**src/rtl/descriptor_slot_allocator_top_macros.svh**
```systemverilog
// Assertion macros for the descriptor slot allocator.
`ifndef DESCRIPTOR_SLOT_ALLOCATOR_TOP_MACROS_SVH
`define DESCRIPTOR_SLOT_ALLOCATOR_TOP_MACROS_SVH

// Check on every clock edge outside reset.
`define DSA_ASSERT(label, prop, msg) \
  label: assert property (@(posedge clk) disable iff (!rst_n) prop) \
    else $error(msg);

// Check on every clock edge, reset included.
`define DSA_ASSERT_ALWAYS(label, prop, msg) \
  label: assert property (@(posedge clk) prop) else $error(msg);

`endif

```
**src/rtl/dsa_ram.sv**
```systemverilog
// Generic single-clock RAM with one write port and one registered read port.
module dsa_ram #(
  parameter int WIDTH = 8,
  parameter int DEPTH = 16
) (
  input  logic                     clk,
  input  logic                     we,
  input  logic [$clog2(DEPTH)-1:0] waddr,
  input  logic [WIDTH-1:0]         wdata,
  input  logic                     re,
  input  logic [$clog2(DEPTH)-1:0] raddr,
  output logic [WIDTH-1:0]         rdata
);

  logic [WIDTH-1:0] mem_r [DEPTH];

  always_ff @(posedge clk) begin
    if (we) begin
      mem_r[waddr] <= wdata;
    end
    if (re) begin
      rdata <= mem_r[raddr];
    end
  end

endmodule
```
**config.mk**
```make
export PLATFORM = sky130hd
export DESIGN_NAME = dsa_ram
export DESIGN_NICKNAME = d
export VERILOG_FILES = /design/src/rtl/descriptor_slot_allocator_top_macros.svh /design/src/rtl/dsa_ram.sv
export SDC_FILE = /design/constraint.sdc
export NUM_CORES = 1
export LEC_CHECK = 0
export ABC_AREA = 0
export BUFFER_PORTS_ARGS = -buffer_cell sky130_fd_sc_hd__buf_2
export CORE_ASPECT_RATIO = 0.5
export CORE_MARGIN = 5
export CORE_UTILIZATION = 65
export DETAILED_ROUTE_END_ITERATION = 7
export PLACE_DENSITY = 0.84
export SYNTH_ARGS = -nofsm -noshare
export SYNTH_HDL_FRONTEND = slang
export SYNTH_SLANG_ARGS = --single-unit
```
**constraint.sdc**
```tcl
create_clock -name clk -period 4.3 [get_ports clk]
set_clock_uncertainty 0.05 [all_clocks]
set_input_delay 0.215 -clock clk [delete_from_list [all_inputs] [get_ports clk]]
set_output_delay 0.215 -clock clk [all_outputs]
set_load 0.02 [all_outputs]
```
### After elaboration in Yosys (flattened, before gate mapping)

Memories as Yosys holds them, arrays and structs flattened. A register that Yosys moved wholly into a read port is not among the register bits.
Cells that the tools add are included.

| operators by class | value |
|---|---|
| muxes and demuxes | 2 |

Operators by type and width:

| cell | number |
|---|---|
| $mux W1 | 2 |

| storage, ports and cells | value |
|---|---|
| flip-flop bits (word level) | 0 |
| bits in writable memories | 128 |
| bits of input ports | 19 |
| output and inout bits | 8 |
| logic and storage cells | 3 |
| memories kept | 1 |

Memory list:

| name | depth | bits a word | read ports | clocked after memory_dff | write ports | line | source |
|---|---|---|---|---|---|---|---|
| mem_r | 16 | 8 | 1 | 1 | 1 | dsa_ram.sv:15 | `logic [WIDTH-1:0] mem_r [DEPTH];` |

### Logic depth before layout (Yosys ltp)

Gate-level depths: netlist of run 1.

| logic depth | value |
|---|---|
| word-level depth | 2 |
| mapped depth | 5 |
| gate-level depth less buffers | 3 |

### Worst setup path before layout of run 1

OpenSTA, ideal clock, no wires.

| path | value |
|---|---|
| kind | input port to flip-flop |
| from | input port waddr[2] |
| to | memory mem_r[0][0] (enable) |
| setup time | 0.383 ns |
| data arrival time | 1.325 ns |
| required time | 3.867 ns |
| slack | 2.542 ns |
| stages on the path | 2 |
| path buffers | 0 |
| path through | or3b_2 nor3_1 |

RTL lines:

| what | line | source |
|---|---|---|
| from (decl) | dsa_ram.sv:8 | `input logic [$clog2(DEPTH)-1:0] waddr,` |
| to (decl) | dsa_ram.sv:15 |  |

Straight into the memory's write port.

==> reports/results.ini, run 1 <==
[clock_tree]
cts.repair.resized = 0
cts_buffers = 17
cts_setup_buffers = 0
htree_levels = 4
clock_sinks = 136
insertion_delay_ns = 0.42
clkTransAtPathRegs_ns = 0.06
cts_tree = yes
clock_path_buffers = 2
cts_root_buffer = clkbuf_16
hold_buffers = 0

[final_layout]
drive_gt1_frac = 0.2679
nets = 286
diodes = 0
layout-area-overhead-vs-synth_pct = 15.87

[outcome]
status = complete, no violations

[routing]
drc = 0
vias = 2589
avgRoutedWirePerCell_microns = 28.40
routed_wl_microns = 11130
final_antenna_net_count = 0
drtIter0Drc = 302
firstDrtPassIters = 5
vias_per_cell = 6.605

[synth]
syn-cell-area_sq_um = 5228
synth_warnings = 0
synth_cell_types = 18
synth_top_cell_by_area = edfxtp_1
synth_seq_cells = 136
syn_nets = 248
yosys.area.top_type_share = 0.7812
postSynthAreaPerCell_sq_um = 22.83
syn-instance-count = 229
synth_seq_area_share = 0.7812
synth_area_leaders = edfxtp_1, mux4_2, mux4_1

[timing]
hold_viol = 0
timing.fmax_ghz = 0.4890
worst-slew-pin-transition_ns = 1.030
min_period_over_period = 0.4755
holdWs_ns = 0.1388
rsz0062_at_grt = false
finalSetupViolations = 0
slew_viol_final = 0
setup_tns_ns = 0
slew_headroom = 0.3135
min_period_ns = 2.045

[global_route]
antenna_found_initial = 0
grt_pass1_vias = 2607
grt-ovfl-total = 0
grt_max_degree = 33
grt_pass1_wl_microns = 16620
track_usage = 0.2485

[die]
dieArea_sq_um = 10050
io_pins = 27
core_area_sq_um = 7914
rows = 23
die_h_microns = 73.42
die_width_microns = 136.8
initial_core_util = 0.6606

[placement]
gp_congestion = 0.7627
port_buffers = 26
dp_hpwl_microns = 6321

[setup_path]
r2r-end = rdata[4]
r2r_slack_ns = 2.61
r2r_start = mem_r[9][4]
crit_slowest_cell = buf_2
endpoint_kind = flip-flop
cp_cell_sequence = buf_2 -> mux4_1 -> a22oi_1 -> nand2_1
worstPathArrival_ns = 2.14
start_kind = input port
rr_worst_depth = 3
worst_path_largest_cell_delay_ns = 0.75
path_class = in -> reg
cp.required_ns = 4.39
crit_fanout = 32

[power]
powerDensity_nw_per_um2 = 525.9
cellLeakagePower_nw = 2.030
intPower_mw = 2.567
power_switching_share = 0.1941
seqPwrFrac = 0.473
switchingPower_mw = 0.6184
combPwrFrac = 0.044
vdd_drop_max_mv = 0.3549
pwr-share-clk = 0.483

[job]
cap_violations = 0

[hold_path]
hold_end = rdata[3]
hp-start = re
whs_path_depth = 1
min_path_type = in -> reg

==> state kept, by name, indices dropped and copies added (netlist names) <==
name,cells
mem_r,128
rdata,8
==> worst max-delay path: cells and delay by family <==
kind,cells,cell delay (ns)
AOI/OAI and AO/OA,1,0.36
buffers and inverters,1,0.75
and+or+nand+nor,1,0.11
muxes,1,0.67
==> Yosys cell counts, drive strengths merged <==
library cell     n
clkdlybuf4s25    3
nand3            1
or3b             1
edfxtp         136
nor3             4
nand3b           2
mux4            32
nand2            9
buf              7
a22oi           16
nor2            13
and2b            1
and2             1
nand2b           2
nor2b            1
==> how the worst max path moves through the flow <==
stage,start,end,cells past startpoint
floorplan,waddr[2],mem_r[0][0],2
global placement,raddr[0],rdata[1],4
detailed placement,raddr[0],rdata[4],4
CTS,raddr[0],rdata[1],4
global route,raddr[0],rdata[3],4
finish,raddr[0],rdata[4],4
==> final cells by class <==
class	instances	area, sq um
clock inverters	11	177.7
multi-input cells	83	1062
clock buffers	21	440.4
well taps	112	140.1
flip-flops and latches	136	4084
repair buffers	29	152.6
fillers	386	1857
==> power by group through the flow <==
stage	combinational (mW)	clock [mW]	sequential, mW
2_1_floorplan	0.0754	0	1.54
4_1_cts	0.141	1.54	1.51
3_5_place_dp	0.136	0	1.53
3_3_place_gp	0.131	0	1.53
6_report	0.141	1.54	1.51
5_1_grt	0.152	1.61	1.51
==> metal layers <==
metal,routed length (microns),share of wire,GRT usage,vias up
met1,4572,0.41,0.3585,1348
met3,1161,0.10,0.09439,18
met5,0,0,0,-
met4,147,0.013,0.08628,0
met2,5250,0.47,0.3566,163
li1,-,-,-,1060
==> cell usage in the layout, fill, tap and decap left out, drive strengths merged <==
cell / synthesis / final
clkinv: 0 / 6
and2: 1 / 1
edfxtp: 136 / 136
nor3: 4 / 4
bufinv: 0 / 5
nor2: 13 / 13
nor2b: 1 / 1
and2b: 1 / 1
mux4: 32 / 32
nand3: 1 / 1
clkbuf: 0 / 21
or3b: 1 / 1
buf: 7 / 29
nand3b: 2 / 2
nand2: 9 / 9
nand2b: 2 / 2
a22oi: 16 / 16
==> cell families after synthesis <==
family          after synthesis  share of synthesized area
compound gates               16                    0.02298
mux                          32                     0.1479
simple gates                 35                    0.03136
buf+inv                      10                    0.01651
flops                       136                     0.7812
==> metrics by stage <==
step	instance area [sq um]	power [mW]	cells	setup WS, ns	util
2_1_floorplan	5228	1.611	229	2.542	-
3_3_place_gp	5434	1.660	360	1.852	0.6866
3_5_place_dp	5434	1.668	360	1.839	0.6866
4_1_cts	6052	3.186	392	2.245	0.7647
5_1_grt	6057	3.271	392	2.107	0.7654
6_report	6057	3.186	392	2.255	0.7654
No activity file was read; power rests on OpenSTA's default activity.
==> inputs of run 2 (changes only) <==
CORE_UTILIZATION = 60   (was 65)
PLACE_DENSITY = 0.78   (was 0.84)
clock period = 2.1 ns   (was 4.3 ns; I/O delays follow)
==> reports/results.ini, run 2 (synthesized netlist as in run 1, its figures left out) <==
[outcome]
status = complete, no violations

[timing]
holdWs_ns = 0.02936  ; -0.1095 ns
finalSetupViolations = 0  ; unchanged
timing.fmax_ghz = 0.5895
rsz0062_at_grt = false
hold_viol = 0  ; unchanged
min_period_over_period = 0.8078
setup_tns_ns = 0  ; unchanged
slew_headroom = 0.4841  ; +0.1707
min_period_ns = 1.696
slew_viol_final = 0  ; unchanged
worst-slew-pin-transition_ns = 0.7722  ; -0.2576 ns

[clock_tree]
cts_buffers = 17  ; unchanged
cts_tree = yes
insertion_delay_ns = 0.41  ; about the same
cts.repair.resized = 0  ; unchanged
clock_path_buffers = 2  ; unchanged
clkTransAtPathRegs_ns = 0.06  ; about the same
htree_levels = 4  ; unchanged
hold_buffers = 0  ; unchanged
clock_sinks = 136  ; unchanged
cts_setup_buffers = 0  ; unchanged
cts_root_buffer = clkbuf_16

[global_route]
grt_pass1_vias = 2715  ; +4.1%
grt_pass1_wl_microns = 16650  ; +0.16%
grt_max_degree = 33  ; unchanged
track_usage = 0.2213  ; -0.02724
antenna_found_initial = 0  ; unchanged
grt-ovfl-total = 0  ; unchanged

[setup_path]
crit_fanout = 1  ; -97%
start_kind = flip-flop
worstPathArrival_ns = 1.79  ; -0.35 ns
cp_cell_sequence = mux4_2 -> a22oi_1 -> nand2_1
cp.required_ns = 2.19  ; -2.20 ns
path_class = reg -> reg
endpoint_kind = flip-flop
crit_slowest_cell = mux4_2
worst_path_largest_cell_delay_ns = 0.47  ; -0.28 ns

[final_layout]
final_util = 0.7165  ; -0.04888
regMostFlops = mem_r
diodes = 0  ; unchanged
drive_gt1_frac = 0.2949  ; +0.02706
fin_area_sq_um = 6153  ; +1.6%
top_regs = mem_r: 128 flops, rdata: 8 flops
final_cell_mix = edfxtp_1, buf_2, mux4_2, clkbuf_16, buf_4
final_common_cell = edfxtp_1
nets = 302  ; +5.6%
nFillCells = 493  ; +28%
layout-area-overhead-vs-synth_pct = 17.71
largest_reg_flops = 128  ; unchanged

[routing]
avgRoutedWirePerCell_microns = 26.98  ; -5.0%
met2WireLength_microns = 5304  ; +1.0%
routed_wl_microns = 11120  ; -0.14%
highest_layer = met4
wl_met1_microns = 4484  ; -1.9%
final_antenna_net_count = 0  ; unchanged
vias = 2671  ; +3.2%
firstDrtPassIters = 4  ; -1
vias_per_cell = 6.483  ; -1.8%
drtIter0Drc = 223  ; -26%
wl_met3_microns = 1155  ; -0.52%
drc = 0  ; unchanged

[die]
dieArea_sq_um = 10790  ; +7.4%
die_h_microns = 76  ; +3.5%
core_area_sq_um = 8588  ; +8.5%
die_width_microns = 142.0  ; +3.8%
io_pins = 27  ; unchanged
rows = 24  ; +4.3%
initial_core_util = 0.6087  ; -0.05187

[placement]
dp_hpwl_microns = 6433  ; +1.8%
dpl_cell_area_sq_um = 5585  ; +2.8%
gp_congestion = 0.7710  ; +1.1%
port_buffers = 26  ; unchanged

[power]
vdd_drop_max_mv = 0.6821  ; +92%
cellLeakagePower_nw = 2.083  ; +2.6%
powerDensity_nw_per_um2 = 1014  ; +93%

[hold_path]
min_path_type = in -> reg

[job]
cap_violations = 0  ; unchanged

==> run 2: metrics by stage <==
stage	power, mW	instances	setup slack, ns
finish	6.241	412	0.4036
global route	6.441	412	0.3608
floorplan	3.298	229	0.4521
CTS	6.273	412	0.3794
global placement	3.417	381	0.2831
detailed placement	3.432	381	0.2229
==> run 2: metal layers <==
metal  GRT usage  up-vias
met5           0        -
met4     0.07759        0
met3     0.08276       18
met2      0.3255      174
met1      0.3089     1386
li1            -     1093
==> run 2: where the power goes <==
part	switching, mW	internal (mW)	leakage (nW)	total [mW]
logic	0.183	0.120	0.583	0.303
clock network	1.02	1.83	0.264	2.85
registers	0.0229	3.06	1.24	3.08
==> run 2: worst max-delay path: cells and delay by family (launching register included) <==
kind            cells  cell delay (ns)
mux                 1             0.47
compound gates      1             0.42
flops               1             0.37
simple gates        1             0.12
==> run 2: final timing paths <==
path	start	end	slack, ns	cells past startpoint
max	mem_r[11][7]	rdata[7]	0.40	3
min	wdata[0]	mem_r[10][0]	0.03	1
max reg2reg	mem_r[11][7]	rdata[7]	0.40	3
min reg2reg	mem_r[14][3]	rdata[3]	0.71	3
==> run 2: area by class of cell <==
cell class / count / area, sq um / area share
Clock buffer: 20 / 436.7 / 0.07096
Clock inverter: 11 / 131.4 / 0.02135
Multi-Input combinational cell: 83 / 1057 / 0.1718
Sequential cell: 136 / 4084 / 0.6637
Tap cell: 117 / 146.4 / 0.02379
Timing Repair Buffer: 45 / 297.8 / 0.04839
